[src/hdl/cbp_pkg.sv]
// Shared types, constants and format tables for the coefficient bit packer.
`default_nettype none
package cbp_pkg;

   localparam int unsigned VALUE_W    = 21;
   localparam int unsigned DATA_W     = 24;
   localparam int unsigned ACC_W      = 27;
   localparam int unsigned CNT_W      = 5;
   localparam int unsigned FWIDTH_W   = 5;
   localparam int unsigned MAX_RES    = 3;
   localparam int unsigned RES_CNT_W  = 2;
   localparam int unsigned CSR_ADDR_W = 3;
   localparam int unsigned CSR_DATA_W = 32;

   // Register index, taken from paddr[2]
   localparam logic REG_FORMAT    = 1'b0;
   localparam logic REG_DIRECTION = 1'b1;

   typedef enum logic [2:0] {
      FMT_ETA2  = 3'd0,
      FMT_ETA4  = 3'd1,
      FMT_T1    = 3'd2,
      FMT_T0    = 3'd3,
      FMT_Z18   = 3'd4,
      FMT_Z20   = 3'd5,
      FMT_W1_6  = 3'd6,
      FMT_W1_4  = 3'd7
   } fmt_type;

   typedef struct packed {
      fmt_type fmt;
      logic    unpack;
      logic    clear;
   } csr_cfg_type;

   typedef struct packed {
      logic [RES_CNT_W-1:0]             count;
      logic [MAX_RES-1:0][VALUE_W-1:0]  value;
   } gear_res_type;

   function automatic logic [FWIDTH_W-1:0] fmt_width(input fmt_type f);
      logic [FWIDTH_W-1:0] w;
      case (f)
         FMT_ETA2: w = 5'd3;
         FMT_ETA4: w = 5'd4;
         FMT_T1:   w = 5'd10;
         FMT_T0:   w = 5'd13;
         FMT_Z18:  w = 5'd18;
         FMT_Z20:  w = 5'd20;
         FMT_W1_6: w = 5'd6;
         FMT_W1_4: w = 5'd4;
         default:  w = 5'd3;
      endcase
      return w;
   endfunction

   function automatic logic [VALUE_W-1:0] fmt_offset(input fmt_type f);
      logic [VALUE_W-1:0] o;
      case (f)
         FMT_ETA2: o = 21'd2;
         FMT_ETA4: o = 21'd4;
         FMT_T0:   o = 21'd4096;
         FMT_Z18:  o = 21'd131072;
         FMT_Z20:  o = 21'd524288;
         default:  o = '0;
      endcase
      return o;
   endfunction

   function automatic logic fmt_raw(input fmt_type f);
      logic r;
      case (f)
         FMT_T1, FMT_W1_6, FMT_W1_4: r = 1'b1;
         default:                    r = 1'b0;
      endcase
      return r;
   endfunction

endpackage
`default_nettype wire

[src/hdl/cbp_csr.sv]
// APB register file: packing format and direction, with a gearbox clear on write.
`default_nettype none
module cbp_csr (
   input  wire logic                             clock,
   input  wire logic                             reset,
   input  wire logic                             csr_psel,
   input  wire logic                             csr_penable,
   input  wire logic                             csr_pwrite,
   input  wire logic [cbp_pkg::CSR_ADDR_W-1:0]   csr_paddr,
   input  wire logic [cbp_pkg::CSR_DATA_W-1:0]   csr_pwdata,
   output logic      [cbp_pkg::CSR_DATA_W-1:0]   csr_prdata,
   output logic                                  csr_pready,
   output cbp_pkg::csr_cfg_type                  cfg
);
   import cbp_pkg::*;

   fmt_type fmt_ff;
   logic    unpack_ff;
   logic    wr_en;

   // Word addressed: byte lane bits paddr[1:0] do not take part in the decode
   assign wr_en      = csr_psel && csr_penable && csr_pwrite;
   assign csr_pready = 1'b1;

   always_ff @(posedge clock) begin
      if (reset) begin
         fmt_ff    <= FMT_ETA2;
         unpack_ff <= 1'b0;
      end else if (wr_en) begin
         case (csr_paddr[2])
            REG_FORMAT:    fmt_ff    <= fmt_type'(csr_pwdata[2:0]);
            REG_DIRECTION: unpack_ff <= csr_pwdata[0];
            default:       fmt_ff    <= fmt_ff;
         endcase
      end
   end

   always_comb begin
      case (csr_paddr[2])
         REG_FORMAT:    csr_prdata = {{(CSR_DATA_W-3){1'b0}}, fmt_ff};
         REG_DIRECTION: csr_prdata = {{(CSR_DATA_W-1){1'b0}}, unpack_ff};
         default:       csr_prdata = '0;
      endcase
   end

   assign cfg.fmt    = fmt_ff;
   assign cfg.unpack = unpack_ff;
   assign cfg.clear  = wr_en;

endmodule
`default_nettype wire

[src/hdl/cbp_gearbox.sv]
// Gearbox datapath: merges one item into the pending bits and splits off up to three results.
`default_nettype none
module cbp_gearbox (
   input  wire logic [cbp_pkg::VALUE_W-1:0]  in_value,
   input  wire cbp_pkg::csr_cfg_type         cfg,
   input  wire logic [cbp_pkg::ACC_W-1:0]    acc,
   input  wire logic [cbp_pkg::CNT_W-1:0]    bits,
   output cbp_pkg::gear_res_type             res,
   output logic      [cbp_pkg::ACC_W-1:0]    acc_next,
   output logic      [cbp_pkg::CNT_W-1:0]    bits_next
);
   import cbp_pkg::*;

   logic [FWIDTH_W-1:0] w;
   logic [VALUE_W-1:0]  mask;
   logic [VALUE_W-1:0]  offset;
   logic                raw;

   // pack side
   logic [VALUE_W-1:0]  pk_field;
   logic [ACC_W-1:0]    pk_acc;
   logic [CNT_W-1:0]    pk_total;
   logic [1:0]          pk_n;

   // unpack side
   logic [ACC_W-1:0]    up_acc;
   logic [ACC_W-1:0]    up_a1;
   logic [ACC_W-1:0]    up_a2;
   logic [ACC_W-1:0]    up_a3;
   logic [CNT_W:0]      up_total;
   logic [CNT_W:0]      w1;
   logic [CNT_W:0]      w2;
   logic [CNT_W:0]      w3;
   logic [VALUE_W-1:0]  f0;
   logic [VALUE_W-1:0]  f1;
   logic [VALUE_W-1:0]  f2;

   assign w      = fmt_width(cfg.fmt);
   assign offset = fmt_offset(cfg.fmt);
   assign raw    = fmt_raw(cfg.fmt);
   assign mask   = (VALUE_W'(1) << w) - VALUE_W'(1);

   assign pk_field = raw ? (in_value & mask) : ((offset - in_value) & mask);
   assign pk_acc   = acc | (ACC_W'(pk_field) << bits);
   assign pk_total = bits + w;
   assign pk_n     = pk_total[4:3];

   assign up_acc   = acc | (ACC_W'(in_value[7:0]) << bits);
   assign up_total = {1'b0, bits} + (CNT_W+1)'(8);
   assign w1       = {1'b0, w};
   assign w2       = {w, 1'b0};
   assign w3       = w1 + w2;
   assign up_a1    = up_acc >> w;
   assign up_a2    = up_a1 >> w;
   assign up_a3    = up_a2 >> w;
   assign f0       = up_acc[VALUE_W-1:0] & mask;
   assign f1       = up_a1[VALUE_W-1:0] & mask;
   assign f2       = up_a2[VALUE_W-1:0] & mask;

   always_comb begin
      res.count = '0;
      res.value = '0;
      acc_next  = acc;
      bits_next = bits;
      if (!cfg.unpack) begin
         res.count    = pk_n;
         res.value[0] = VALUE_W'(pk_acc[7:0]);
         res.value[1] = VALUE_W'(pk_acc[15:8]);
         res.value[2] = VALUE_W'(pk_acc[23:16]);
         acc_next     = pk_acc >> {pk_n, 3'b000};
         bits_next    = pk_total - {pk_n, 3'b000};
      end else begin
         res.value[0] = raw ? f0 : (offset - f0);
         res.value[1] = raw ? f1 : (offset - f1);
         res.value[2] = raw ? f2 : (offset - f2);
         if (up_total >= w3) begin
            res.count = 2'd3;
            acc_next  = up_a3;
            bits_next = CNT_W'(up_total - w3);
         end else if (up_total >= w2) begin
            res.count = 2'd2;
            acc_next  = up_a2;
            bits_next = CNT_W'(up_total - w2);
         end else if (up_total >= w1) begin
            res.count = 2'd1;
            acc_next  = up_a1;
            bits_next = CNT_W'(up_total - w1);
         end else begin
            res.count = 2'd0;
            acc_next  = up_acc;
            bits_next = CNT_W'(up_total);
         end
      end
   end

endmodule
`default_nettype wire

[src/hdl/cbp_result_buf.sv]
// Result register for one item's results, delivered one per cycle unless stalled.
`default_nettype none
module cbp_result_buf (
   input  wire logic                          clock,
   input  wire logic                          reset,
   input  wire logic                          load,
   input  wire cbp_pkg::gear_res_type         load_res,
   output logic                               can_load,
   output logic                               rsp_tvalid,
   input  wire logic                          rsp_tready,
   output logic      [cbp_pkg::DATA_W-1:0]    rsp_tdata,
   output logic                               rsp_tlast
);
   import cbp_pkg::*;

   logic [RES_CNT_W-1:0]            count_ff;
   logic [MAX_RES-1:0][VALUE_W-1:0] value_ff;
   logic                            pop;

   assign rsp_tvalid = (count_ff != '0);
   assign pop        = rsp_tvalid && rsp_tready;
   assign can_load   = (count_ff == '0) || (count_ff == RES_CNT_W'(1) && rsp_tready);
   assign rsp_tdata  = {{(DATA_W-VALUE_W){1'b0}}, value_ff[0]};
   assign rsp_tlast  = (count_ff == RES_CNT_W'(1));

   always_ff @(posedge clock) begin
      if (reset) begin
         count_ff <= '0;
      end else if (load) begin
         count_ff <= load_res.count;
      end else if (pop) begin
         count_ff <= count_ff - RES_CNT_W'(1);
      end
   end

   // Advance the queue toward entry zero on each delivered item
   always_ff @(posedge clock) begin
      if (load) begin
         value_ff <= load_res.value;
      end else if (pop) begin
         value_ff[0] <= value_ff[1];
         value_ff[1] <= value_ff[2];
      end
   end

endmodule
`default_nettype wire

[src/hdl/coefficient_bit_packer.sv]
// Coefficient bit packer top level: input register, gearbox state and result register.
`default_nettype none
// Packs signed polynomial coefficients into bytes, LSB first, or unpacks bytes
// into coefficients, in the format chosen by the format register (eta2, eta4,
// t1, t0, z18, z20, w1 six-bit, w1 four-bit). An item is held in the input
// register, its results are formed in one pass and land in the result
// register, from which the result port delivers them. An item releases from
// zero to three results: the result port delivers one result per cycle while
// the receiver takes them, and the next item moves on once the last result of
// the one before is being taken. Items that release nothing pass at one per
// cycle. Writing either register drops any pending partial bits; the user must
// write the registers only while the block is idle, which the block itself
// does not enforce.
module coefficient_bit_packer (
   input  wire logic                             clock,
   input  wire logic                             reset,
   // req_tdata: [20:0] in_value (signed), [23:21] zero
   input  wire logic                             req_tvalid,
   output logic                                  req_tready,
   input  wire logic [cbp_pkg::DATA_W-1:0]       req_tdata,
   // rsp_tdata: [20:0] out_value (signed), [23:21] zero
   output logic                                  rsp_tvalid,
   input  wire logic                             rsp_tready,
   output logic      [cbp_pkg::DATA_W-1:0]       rsp_tdata,
   output logic                                  rsp_tlast,
   input  wire logic                             csr_psel,
   input  wire logic                             csr_penable,
   input  wire logic                             csr_pwrite,
   input  wire logic [cbp_pkg::CSR_ADDR_W-1:0]   csr_paddr,
   input  wire logic [cbp_pkg::CSR_DATA_W-1:0]   csr_pwdata,
   output logic      [cbp_pkg::CSR_DATA_W-1:0]   csr_prdata,
   output logic                                  csr_pready
);
   import cbp_pkg::*;

   csr_cfg_type         cfg;
   gear_res_type        gear_res;
   logic                in_valid_ff;
   logic [VALUE_W-1:0]  in_value_ff;
   logic [ACC_W-1:0]    acc_ff;
   logic [ACC_W-1:0]    acc_in;
   logic [CNT_W-1:0]    bits_ff;
   logic [CNT_W-1:0]    bits_in;
   logic                buf_can_load;
   logic                consume;
   logic                load;

   cbp_csr u_csr (
      .clock       (clock),
      .reset       (reset),
      .csr_psel    (csr_psel),
      .csr_penable (csr_penable),
      .csr_pwrite  (csr_pwrite),
      .csr_paddr   (csr_paddr),
      .csr_pwdata  (csr_pwdata),
      .csr_prdata  (csr_prdata),
      .csr_pready  (csr_pready),
      .cfg         (cfg)
   );

   cbp_gearbox u_gearbox (
      .in_value  (in_value_ff),
      .cfg       (cfg),
      .acc       (acc_ff),
      .bits      (bits_ff),
      .res       (gear_res),
      .acc_next  (acc_in),
      .bits_next (bits_in)
   );

   cbp_result_buf u_result_buf (
      .clock      (clock),
      .reset      (reset),
      .load       (load),
      .load_res   (gear_res),
      .can_load   (buf_can_load),
      .rsp_tvalid (rsp_tvalid),
      .rsp_tready (rsp_tready),
      .rsp_tdata  (rsp_tdata),
      .rsp_tlast  (rsp_tlast)
   );

   // An item with no result only updates the gearbox, so it never waits
   assign consume    = in_valid_ff && (gear_res.count == '0 || buf_can_load);
   assign load       = consume && (gear_res.count != '0);
   assign req_tready = !in_valid_ff || consume;

   always_ff @(posedge clock) begin
      if (reset) begin
         in_valid_ff <= 1'b0;
      end else if (req_tready) begin
         in_valid_ff <= req_tvalid;
      end
   end

   always_ff @(posedge clock) begin
      if (req_tvalid && req_tready) begin
         in_value_ff <= req_tdata[VALUE_W-1:0];
      end
   end

   always_ff @(posedge clock) begin
      if (reset || cfg.clear) begin
         acc_ff  <= '0;
         bits_ff <= '0;
      end else if (consume) begin
         acc_ff  <= acc_in;
         bits_ff <= bits_in;
      end
   end

endmodule
`default_nettype wire

[config.mk]
export PLATFORM = sky130hd
export DESIGN_NAME = coefficient_bit_packer
export DESIGN_NICKNAME = d
export VERILOG_FILES = /design/src/hdl/cbp_pkg.sv /design/src/hdl/cbp_csr.sv /design/src/hdl/cbp_gearbox.sv /design/src/hdl/cbp_result_buf.sv /design/src/hdl/coefficient_bit_packer.sv
export SDC_FILE = /design/constraint.sdc
export NUM_CORES = 1
export LEC_CHECK = 0
export BUFFER_PORTS_ARGS = -buffer_cell sky130_fd_sc_hd__clkbuf_2
export CAP_MARGIN = 20
export CELL_PAD_IN_SITES_DETAIL_PLACEMENT = 1
export CELL_PAD_IN_SITES_GLOBAL_PLACEMENT = 2
export CORE_ASPECT_RATIO = 1.4
export CORE_UTILIZATION = 40
export DETAILED_ROUTE_END_ITERATION = 6
export MAX_ROUTING_LAYER = met4
export PLACE_DENSITY_LB_ADDON = 0.1
export SETUP_SLACK_MARGIN = 0.02
export SKIP_CTS_REPAIR_TIMING = 1
export SLEW_MARGIN = 20
export SYNTH_ARGS = -nofsm -noshare
export SYNTH_HDL_FRONTEND = slang
export SYNTH_HIERARCHICAL = 1
export SYNTH_SLANG_ARGS = --single-unit
[constraint.sdc]
create_clock -name clock -period 19.9 [get_ports clock]
set_input_delay 3.98 -clock clock [delete_from_list [all_inputs] [get_ports clock]]
set_output_delay 3.98 -clock clock [all_outputs]
set_load 0.02 [all_outputs]
==> flow_summary_export.csv <==
group,metric,value,unit
synth,async_reset_ff_frac,0,
sta,fin_crit_sh,0.553,
placement,placement.io_buffers,58,
clocking,clk_path_buf_depth,2,
route,drt_pre_antenna_iters,5,
pwr,sequentialPowerShare,0.234,
final_layout,finished_core_util,0.436,
placement,detailedPlacementHpwl,82000,microns
hold_path,hold_class,"reg -> reg",
critical_path,worst-r2r-cell-count,23,
synth,synth_edf_count,84,
grt,track_usage,0.478,
hold_path,hold-path-endpoint,"acc_ff[16]",
clocking,tritoncts_num_sinks,123,
hold_path,min_delay_path_depth,2,
grt,grt_first_pass_wirelength,152000,microns
pwr,power.ir.vdd_worst,0.0693,mV
pwr,clkPwrFrac,0.263,
sta,finalSetupViolations,0,
hold_path,hold_path.startpoint,"acc_ff[16]",
pwr,p_total,1.32,mW
final_layout,design_area,19300,sq um
sta,timing_max_transition_violations_final,0,
synth,mappedNetlistArea,18100,sq um
sta,maxClockFrequency,90.9,MHz
critical_path,endpoint_kind,"output pin",
grt,number_of_global_route_vias_before_repair,20886,
sta,hold_slack_final,482,ps
placement,post_dp_cell_area,18600,sq um
pwr,power.combinational.fraction,0.503,
pwr,power_per_cell_area,68.5,nW/um^2
synth,synth_seq_area_share,0.183,
critical_path,timing.critical_path.required,15920,ps
clocking,cts_tree,"built",
final_layout,layoutNonFillerInstCount,2926,
floorplanning,die_width,182,microns
sta,setup_ws,8900,ps
final_layout,share_of_cells_above_drive_strength_1,0.158,
synth,syn_area_per_cell,7.53,sq um
grt,grt_antenna_before_repair,1,
pwr,power.switching,0.617,mW
synth,ys.flop_type,"sky130_fd_sc_hd__edfxtp_1",
pwr,power.switching_fraction,0.466,
sta,worst_slew_margin_rel,0.121,
critical_path,setup.reg_to_reg.worst_slack,10610,ps
critical_path,timing_worst_setup_path_type,"reg -> out",
clocking,clock_latency,470,ps
floorplanning,core_area,44300,sq um
route,antenna_violating_nets_post_route,0,
placement,place.gp.congestion,1.05,
sta,unrepaired_setup_endpoints_after_global_routing,"no",
critical_path,reg2reg_from,"u_csr/fmt_ff[1]",
route,avgRoutedWirePerCell,36.8,microns
floorplanning,height_of_the_die,253,microns
route,detailedRoute.firstIterationViolations,2256,
floorplanning,placementRows,91,
final_layout,layout_common_cells,"sky130_fd_sc_hd__nand2_1 (267), sky130_fd_sc_hd__nor2_1 (230), sky130_fd_sc_hd__a21oi_1 (167), sky130_fd_sc_hd__o21ai_0 (133), sky130_fd_sc_hd__buf_4 (92)",
critical_path,crit_start,"u_csr/fmt_ff[1]",
sta,worst_clock_skew,15.0,ps
synth,post_synthesis_cell_count,2401,
floorplanning,ios,126,
synth,synth.lib_cells_used.distinct,118,
clocking,clk_root_buffer_cell,"sky130_fd_sc_hd__clkbuf_16",
route,post_drt_via_cell_ratio,7.21,
critical_path,crit_fanout,38,
critical_path,worst_r2r_endpoint,"u_result_buf/rsp_tdata[15]",
clocking,numCtsBuffers,17,
final_layout,layout.cells.most_common,"sky130_fd_sc_hd__nand2_1",
clocking,worst_setup_hold_path_clk_slew,60,ps
sta,final_hold_viol_count,0,
sta,tightest_pin_transition,1310,ps
critical_path,start_kind,"flop",
sta,fin_setup_tns,0,ps
pwr,p_leak,7.15,nW
placement,place_inst,2891,
route,route.detailed.drc,0,
floorplanning,die_area,46000,sq um
outcome,outcome,"finished, final reports clean",
run,cap_violations,0,
critical_path,arrival,7020,ps
placement,post-place-ws,9560,ps
final_layout,areaGrowthSynthToFinish,6.95,%
pwr,power.internal,0.707,mW
sta,period_minus_slack,11000,ps
grt,global_route.overflow_total,0,
floorplanning,initial_core_utilization,0.408,
grt,grt_start_max_net_pins,67,
clocking,h_tree_level_count,4,
route,routed_wl,108000,microns
synth,synth_seq_cells,123,
final_layout,layout_net_count,2482,
route,num_vias,21098,
synth,ys.warnings.count,6,
-- power groups by stage --
stage                     logic, mW  registers (mW)  clock network, mW
final                         0.666           0.310              0.349
after CTS                     0.633           0.309              0.353
after global placement        0.613           0.313                  0
after floorplan               0.418           0.307                  0
after global routing          0.688           0.311              0.360
after detailed placement      0.627           0.315                  0
-- registers in the layout, summed over array words and instances, names as in the netlist --
name,flops
in_valid_ff,1
u_csr/fmt_ff,3
acc_ff,27
in_value_ff,21
u_result_buf/rsp_tdata,21
u_result_buf/count_ff,2
bits_ff,5
u_csr/unpack_ff,1
u_result_buf/value_ff,42
-- cells in the mapped netlist, types with 39 or more instances --
library cell | number | area, sq um
sky130_fd_sc_hd__dfxtp_1 | 39 | 781
sky130_fd_sc_hd__inv_1 | 45 | 169
sky130_fd_sc_hd__nand3_1 | 71 | 355
sky130_fd_sc_hd__buf_4 | 62 | 465
sky130_fd_sc_hd__nand2_1 | 267 | 1000
sky130_fd_sc_hd__o21ai_1 | 40 | 200
sky130_fd_sc_hd__o21ai_0 | 134 | 671
sky130_fd_sc_hd__clkbuf_1 | 107 | 402
sky130_fd_sc_hd__mux2i_1 | 86 | 861
sky130_fd_sc_hd__a21oi_1 | 170 | 851
sky130_fd_sc_hd__o211ai_1 | 82 | 616
sky130_fd_sc_hd__a211oi_1 | 44 | 330
sky130_fd_sc_hd__nor3_1 | 50 | 250
sky130_fd_sc_hd__ha_1 | 52 | 651
sky130_fd_sc_hd__nand4_1 | 45 | 282
sky130_fd_sc_hd__edfxtp_1 | 84 | 2520
sky130_fd_sc_hd__mux2_2 | 65 | 732
sky130_fd_sc_hd__nor2_1 | 234 | 878
-- worst max-delay path, cell delays in order (launching register included) --
cell and delay (ps):
sky130_fd_sc_hd__dfxtp_1 470, sky130_fd_sc_hd__inv_1 250, sky130_fd_sc_hd__ha_1 330, sky130_fd_sc_hd__nor2_4 120
sky130_fd_sc_hd__buf_4 450, sky130_fd_sc_hd__inv_2 390, sky130_fd_sc_hd__nand2_1 310, sky130_fd_sc_hd__inv_1 460
sky130_fd_sc_hd__fa_1 630, sky130_fd_sc_hd__xnor2_1 200, sky130_fd_sc_hd__ha_1 290, sky130_fd_sc_hd__and3_1 210
sky130_fd_sc_hd__a31oi_1 180, sky130_fd_sc_hd__o21ai_0 110, sky130_fd_sc_hd__a21oi_1 220, sky130_fd_sc_hd__buf_4 240
sky130_fd_sc_hd__and2_1 680, sky130_fd_sc_hd__a21oi_1 330, sky130_fd_sc_hd__o21ba_2 320, sky130_fd_sc_hd__nand2_1 120
sky130_fd_sc_hd__clkbuf_2 180
-- worst max path at each step --
stage,depth (start not counted),slack (ps),endpoint
2_1_floorplan,28,9480,req_tready
3_3_place_gp,20,9670,req_tready
3_5_place_dp,20,9560,req_tready
4_1_cts,20,9020,req_tready
5_1_grt,20,8800,req_tready
6_report,20,8900,req_tready
-- final cells by class --
class	count	area, sq um
clock inverters	15	201
well taps	558	698
multi-input cells	2008	13500
repair buffers	151	986
diodes	1	2.50
flip-flops and latches	123	3310
inverters	53	199
clock buffers	17	425
fillers	5488	25000
-- layer usage --
| metal | share of wire | track usage |
|---|---|---|
| met5 | 0 | - |
| met4 | 0.11 | 0.436 |
| met3 | 0.092 | 0.122 |
| met2 | 0.45 | 0.735 |
| met1 | 0.35 | 0.507 |
-- cells by family (layout without fill, tap and decap cells) --
family                   count (synthesis)  count (layout)  share of synthesized area
AND/OR/NAND/NOR                        844             844                      0.225
XOR/XNOR                                73              73                     0.0354
adder cells (fa/ha/maj)                 62              62                     0.0471
buffers and inverters                  300             236                     0.0817
other                                    3              34                   0.000623
multiplexers                           166             166                      0.104
AO/OA/AOI/OAI                          830             830                      0.324
flip-flops                             123             123                      0.183
Power figures use the tool's default switching activity.
